==> config.mk <==
export PLATFORM = sky130hd
export DESIGN_NAME = voc_front
export DESIGN_NICKNAME = d
export VERILOG_FILES = /design/src/rtl/voc_pkg.sv /design/src/rtl/voc_front.sv
export SDC_FILE = /design/constraint.sdc
export NUM_CORES = 1
export LEC_CHECK = 0
export CAP_MARGIN = 20
export CORE_MARGIN = 2
export CORE_UTILIZATION = 62
export CTS_CLUSTER_SIZE = 40
export DETAILED_ROUTE_END_ITERATION = 8
export DONT_BUFFER_PORTS = 1
export PLACE_DENSITY = 0.77
export SLEW_MARGIN = 20
export SYNTH_ARGS = -nofsm -noshare
export SYNTH_HDL_FRONTEND = slang
export SYNTH_SLANG_ARGS = --single-unit
==> constraint.sdc <==
create_clock -name clock -period 7.02 [get_ports clock]
set_input_delay 0.351 -clock clock [delete_from_list [all_inputs] [get_ports clock]]
set_output_delay 0.351 -clock clock [all_outputs]
set_load 0.05 [all_outputs]
==> src/rtl/voc_pkg.sv <==
// shared types and constants of the obstacle collision block
// no dependencies
`default_nettype none
package voc_pkg;

   // request kinds carried in tuser
   typedef enum logic {
      CMD_LOAD  = 1'b0,
      CMD_QUERY = 1'b1
   } cmd_type;

   // configuration register indexes
   typedef enum logic [1:0] {
      CSR_HALF_LENGTH = 2'd0,
      CSR_HALF_WIDTH  = 2'd1,
      CSR_PIVOT       = 2'd2,
      CSR_COUNT       = 2'd3
   } csr_type;

   // back end sequencer states
   typedef enum logic [2:0] {
      ST_IDLE,
      ST_VEH,
      ST_VWAIT,
      ST_CMUL,
      ST_CADD,
      ST_SCAN,
      ST_DRAIN
   } state_type;

   // one decoded request as queued between front and back
   typedef struct packed {
      cmd_type            cmd;
      logic [5:0]         slot;
      logic signed [23:0] pos_x;
      logic signed [23:0] pos_z;
      logic [11:0]        heading;
      logic [15:0]        half_length;
      logic [15:0]        half_width;
   } item_type;

   localparam int SIN_LAT    = 5;
   localparam int REQ_DATA_W = 104;
   localparam int RSP_DATA_W = 8;
   localparam int CSR_DATA_W = 16;

endpackage
`default_nettype wire

==> src/rtl/voc_front.sv <==
// request front end: decodes stream items into a two entry queue
// depends on voc_pkg
`default_nettype none
module voc_front (
   input  wire logic                              clock,
   input  wire logic                              reset,
   input  wire logic                              req_tvalid,
   output logic                                   req_tready,
   input  wire logic [voc_pkg::REQ_DATA_W-1:0]    req_tdata,
   input  wire logic [0:0]                        req_tuser,
   output logic                                   q_valid,
   input  wire logic                              q_ready,
   output voc_pkg::item_type                      q_item
);

   voc_pkg::item_type fifo_ff [2];
   voc_pkg::item_type item_in;
   logic       wr_ptr_ff, rd_ptr_ff, wr_ptr_in, rd_ptr_in;
   logic [1:0] cnt_ff, cnt_in;
   logic       push, pop;

   // unpack and classify the request
   always_comb begin
      item_in.cmd         = req_tuser[0] ? voc_pkg::CMD_QUERY : voc_pkg::CMD_LOAD;
      item_in.slot        = req_tdata[5:0];
      item_in.pos_x       = req_tdata[29:6];
      item_in.pos_z       = req_tdata[53:30];
      item_in.heading     = req_tdata[65:54];
      item_in.half_length = req_tdata[81:66];
      item_in.half_width  = req_tdata[97:82];
   end

   assign req_tready = (cnt_ff != 2'd2);
   assign q_valid    = (cnt_ff != 2'd0);
   assign q_item     = fifo_ff[rd_ptr_ff];
   assign push       = req_tvalid & req_tready;
   assign pop        = q_valid & q_ready;

   // queue pointers
   always_comb begin
      wr_ptr_in = push ? ~wr_ptr_ff : wr_ptr_ff;
      rd_ptr_in = pop ? ~rd_ptr_ff : rd_ptr_ff;
      cnt_in    = cnt_ff + 2'(push) - 2'(pop);
   end

   always_ff @(posedge clock) begin
      if (reset) begin
         wr_ptr_ff <= 1'b0;
         rd_ptr_ff <= 1'b0;
         cnt_ff    <= 2'd0;
      end else begin
         wr_ptr_ff <= wr_ptr_in;
         rd_ptr_ff <= rd_ptr_in;
         cnt_ff    <= cnt_in;
      end
   end

   // queue storage
   always_ff @(posedge clock) begin
      if (push) begin
         fifo_ff[wr_ptr_ff] <= item_in;
      end
   end

endmodule
`default_nettype wire

* After elaboration in Yosys (flattened, before gate mapping)
Memories as Yosys holds them, arrays and structs flattened. A register that Yosys moved wholly into a read port is not among the register bits.
Cells that the tools add are included.
** Storage, ports and cells
- Logic and storage cells :: 17
- Output and inout port bits :: 101
- Memories :: 1
- RAM bits :: 198
- Register bits :: 4
** Operators by class
- Reductions and logical operators :: 1
- Bitwise operators :: 4
- Add/sub/neg operators :: 2
- Eq/ne operators :: 1
- Multiplexer cells :: 5
** Memory list
- fifo_ff :: depth 2, bits a word 99, rd ports 1, clocked after memory_dff 1, write ports 1, line voc_front.sv:16 : voc_pkg::item_type fifo_ff [2];
** Operator list (count)
- 1-bit two-way mux :: 5
- 2-bit by 1-bit adder with 2-bit output :: 1
- 1-bit bitwise AND :: 2
- 2-bit inequality test (second input constant) :: 1
- 1-bit NOT :: 2
- 2-bit nonzero test :: 1
- 2-bit by 1-bit subtractor with 2-bit output :: 1

* Longest topological paths before layout
- Word-level depth :: 4
- Depth in mapped cells :: 8
- Gate-level depth less buffers :: 8

* Worst setup path before layout
No wires, ideal clock.
- Path kind :: reg-to-reg
- Start point :: register cnt_ff[0]
- End point :: memory fifo_ff[0][0] in the netlist's numbering (enable)
- Period minus slack after synthesis :: 5.691 ns
- Required time :: 6.462 ns
- Path buffers :: 0
- Data arrival time :: 5.133 ns
- Stages on the path, launching flop included :: 4
- Slack :: 1.329 ns
- Path through :: dfxtp_1 nand2b_1 nand2_1 nor2_1
** Between the ends
- Word-level cells in the longest chain between the ends :: 4
** Ends and longest elaborated chain
- start: declaration :: line voc_front.sv:19 : logic [1:0] cnt_ff, cnt_in;
- start signal: assignment :: line voc_front.sv:54 : cnt_ff <= cnt_in;
- 2-bit inequality test :: line voc_front.sv:33 : assign req_tready = (cnt_ff != 2'd2);
- net req_tready :: line voc_front.sv:8 : output logic req_tready,
- 1-bit bitwise AND :: line voc_front.sv:36 : assign push = req_tvalid & req_tready;
- 1-bit two-way mux :: line voc_front.sv:60 : if (push) begin
- 1-bit two-way mux (implied by the code) :: line voc_front.sv:61 : fifo_ff[wr_ptr_ff] <= item_in;
- end: declaration :: line voc_front.sv:16
The timed path passes the listed nets, and every way through them passes these cells.

==> run summary <==
The flow ran to the end, but the final reports show violations. The checks that failed: design-rule violations. For the remaining global-route overflow, the log shows 0. Setup violations remaining at the end of the flow were counted as 0. After detailed routing, the number of remaining DRC violations is 14. From left edge to right edge, the die measures 113.2 um.

STA classifies the critical path endpoint as a primary output. The tools report the maximum number of pins on one net before global-route repair as 58. The all-layer global routing usage came out at 20.53%. In this run the cell area of the synthesized design comes to 0.007400 mm2. Adding up every negative setup slack in the final design gives 0 ns.

The run gives 0 as the count of pins over their slew limit. The initialized floorplan defines 39 standard-cell rows. After floorplanning, the core was sized to cover 0.01152 mm2. The logs give 0 for the number of antenna violations at the first check in global routing and 443 for the number of nets in the synthesized netlist.

For the worst setup path, the data required time is 6.67 ns. The area of placed instances was 0.007551 mm2; the half-perimeter wire length after detailed placement was 7470 um. IR analysis of the VDD net gives a maximum drop of 306.5 uV. The tightest min-delay check is of the input pin to flip-flop type.

Dividing the detail-routed wire length by the instance count gives 22.01 um. Leaving out fill and tap cells, the most frequent cell in the layout is sky130_fd_sc_hd__edfxtp_1. The later pin in the worst-skew pair is clocked with a latency of 0.48 ns.

Counting every sink on the clock net gives 203. The via count of the first global-routing pass is 3,698. The power density over the cells was 406.6 mW/mm2. Synthesis produced a netlist whose cell count is 332. Global-route wire length before repair: 20,180 um. TritonCTS built the clock tree. Headroom to the max-slew limit came out at 49.42%. In this run the worst path has a maximum fanout of 55.

The logs give 1 for the number of H-tree branching levels and 0.3490 GHz for the upper clock frequency limit. Prevailing post-synth register cell: sky130_fd_sc_hd__edfxtp_1. The number of antenna diodes in the final layout is 0.

The synthesized netlist contains 17 unique library cells. The clock-pin slew on the worst setup and hold paths is 0.06 ns. Port buffering added 0 buffers. The slew of the pin with the lowest slew margin came out at 0.7587 ns. Summing the sequential cell areas from Yosys gives 81.70% of the chip area. For this design the top-level I/O count stands at 210. For this run, the detailed router's first-pass iteration total came to 7. The leakage power summed over all cells is 0.003085 uW.

The number of buffers inserted during clock tree synthesis was 19; the final clock period utilization by the worst path was 40.82%. The die is 113.2 um tall. In the layout the commonest cells are sky130_fd_sc_hd__edfxtp_1 (198), sky130_fd_sc_hd__dlygate4sd3_1 (100), sky130_fd_sc_hd__mux2_2 (90), sky130_fd_sc_hd__clkbuf_16 (19), sky130_fd_sc_hd__mux2_4 (10). CTS placed an instance of sky130_fd_sc_hd__clkbuf_16 at the clock tree root. After detailed routing, the total wire length is 13,230 um.

The longest clock path from root to sink contains 3 buffers. Setup repair after global routing left no endpoint under its margin. The run gives 0.7028 as the final weighted congestion in routability-driven placement. The number of gates resized after cts is 0, and the clock skew is 0.01380 ns. The initial utilization of the core area, before any placement, comes to 64.25%.

The mean area per synthesized cell was 22.29 um2; the via count of the routed design was 3,386. Fill cells in the final layout number 585. Once detail routing completed, the nets flagged for antenna violations numbered 0.

The final-report hold violation count came out at 0. Shortest clock period the worst path allows after layout: 2.866 ns. STA classifies the critical path startpoint as a flip-flop. The detailed-route vias per instance came out at 5.634.

Across the run, the number of max-cap violations was 0. The tools report the number of DRC violations after detailed-routing iteration 0 as 214. Relative to the synthesized area, the layout overhead comes to 23.54%. Cells with a size suffix above 1 make up 29.04% of the layout. The finished cells cover 0.009141 mm2.

The share of async-settable or async-resettable flops after synthesis is 0%. For the number of warnings issued by yosys, the log shows 0. For this run, the post-layout net count is 557. By startpoint and endpoint, the worst setup path is classified as flip-flop to primary output. The full die area was 0.01282 mm2; the arrival time reported for the critical path endpoint was 2.51 ns. The flip-flop and latch count after synthesis was 203; the number of enable flip-flop cells after synthesis was 198.
==> routing by layer <==
metal,part of all wire [%],up-vias,track usage (%)
met5,0,-,0
met4,2.6,0,5.691
met3,8.5,25,6.320
met2,52,135,36.61
met1,37,1686,24.28
li1,-,1540,-
==> timing repair <==
item	in CTS	in global routing
hold buffers	100	0
endpoints found under the hold margin	202	0
setup buffers	0	0
==> stage by stage <==
step	setup WS, ns	utilization [%]	hold slack [ns]	std cells	power, uW
6_report	4.154	79.38	0.1222	601	3717
5_1_grt	4.016	79.38	0.1572	601	3838
4_1_cts	4.096	79.38	0.1095	601	3739
3_5_place_dp	4.311	65.57	0.4249	468	2719
3_3_place_gp	4.337	65.57	0.4160	468	2703
2_1_floorplan	1.329	-	0.4226	332	2640
==> critical path: stages (launching register included) <==
cell,delay (ns)
sky130_fd_sc_hd__dfxtp_4,0.81
sky130_fd_sc_hd__buf_4,0.64
sky130_fd_sc_hd__mux2_2,0.55
==> state kept, by name, summed over array words and instances (netlist names), named ones only <==
| register | cells |
|---|---|
| rd_ptr_ff | 1 |
| fifo_ff | 198 |
| wr_ptr_ff | 1 |
| cnt_ff | 2 |
==> power by group <==
group          total [uW]  switching (uW)  leakage (uW)  internal (uW)
logic                1140             871      0.000903            271
registers            1600            79.1       0.00189           1520
clock network         972             402      0.000290            570
total                3720            1350       0.00309           2360
==> Yosys cell counts (all sizes together), types with 2 or more instances <==
| cell type | instances | share of area, % |
|---|---|---|
| edfxtp | 198 | 80 |
| mux2 | 100 | 16 |
| buf | 11 | 1.0 |
| dfxtp | 5 | 1.4 |
| nor2 | 5 | 0.25 |
| ha | 2 | 0.34 |
| nor2b | 2 | 0.17 |
| xnor2 | 2 | 0.24 |
==> cell type report <==
cell class                 instances  area, um2  area share [%]
clock buffer                      22      486.7           5.324
clock inverter                    11      102.6           1.122
inverter                           1      3.754         0.04106
multi-input combinational        117       1289           14.10
sequential                       203       6050           66.18
tap                              143      178.9           1.957
timing repair buffer             104       1031           11.28
==> cells by family after synthesis <==
kind of cell               count (synthesis)  share of synthesized area, %
DFF                                      203                         81.70
AOI/OAI and AO/OA                          1                        0.1015
buffers and inverters                     12                         1.048
and+or+nand+nor                           11                        0.7272
xor gates and xnor gates                   3                        0.3552
muxes                                    100                         15.73
adders and majority gates                  2                        0.3381
==> final timing paths <==
check             startpoint             end  slack (ns)  depth (start not counted)
setup / recovery   flip-flop      q_item[60]        4.15                          2
hold / removal         reset       wr_ptr_ff        0.12                          2
setup reg to reg   cnt_ff[0]  fifo_ff[1][30]        4.35                          3
hold reg to reg    rd_ptr_ff       rd_ptr_ff        0.53                          2
Power figures use the tool's default switching activity.
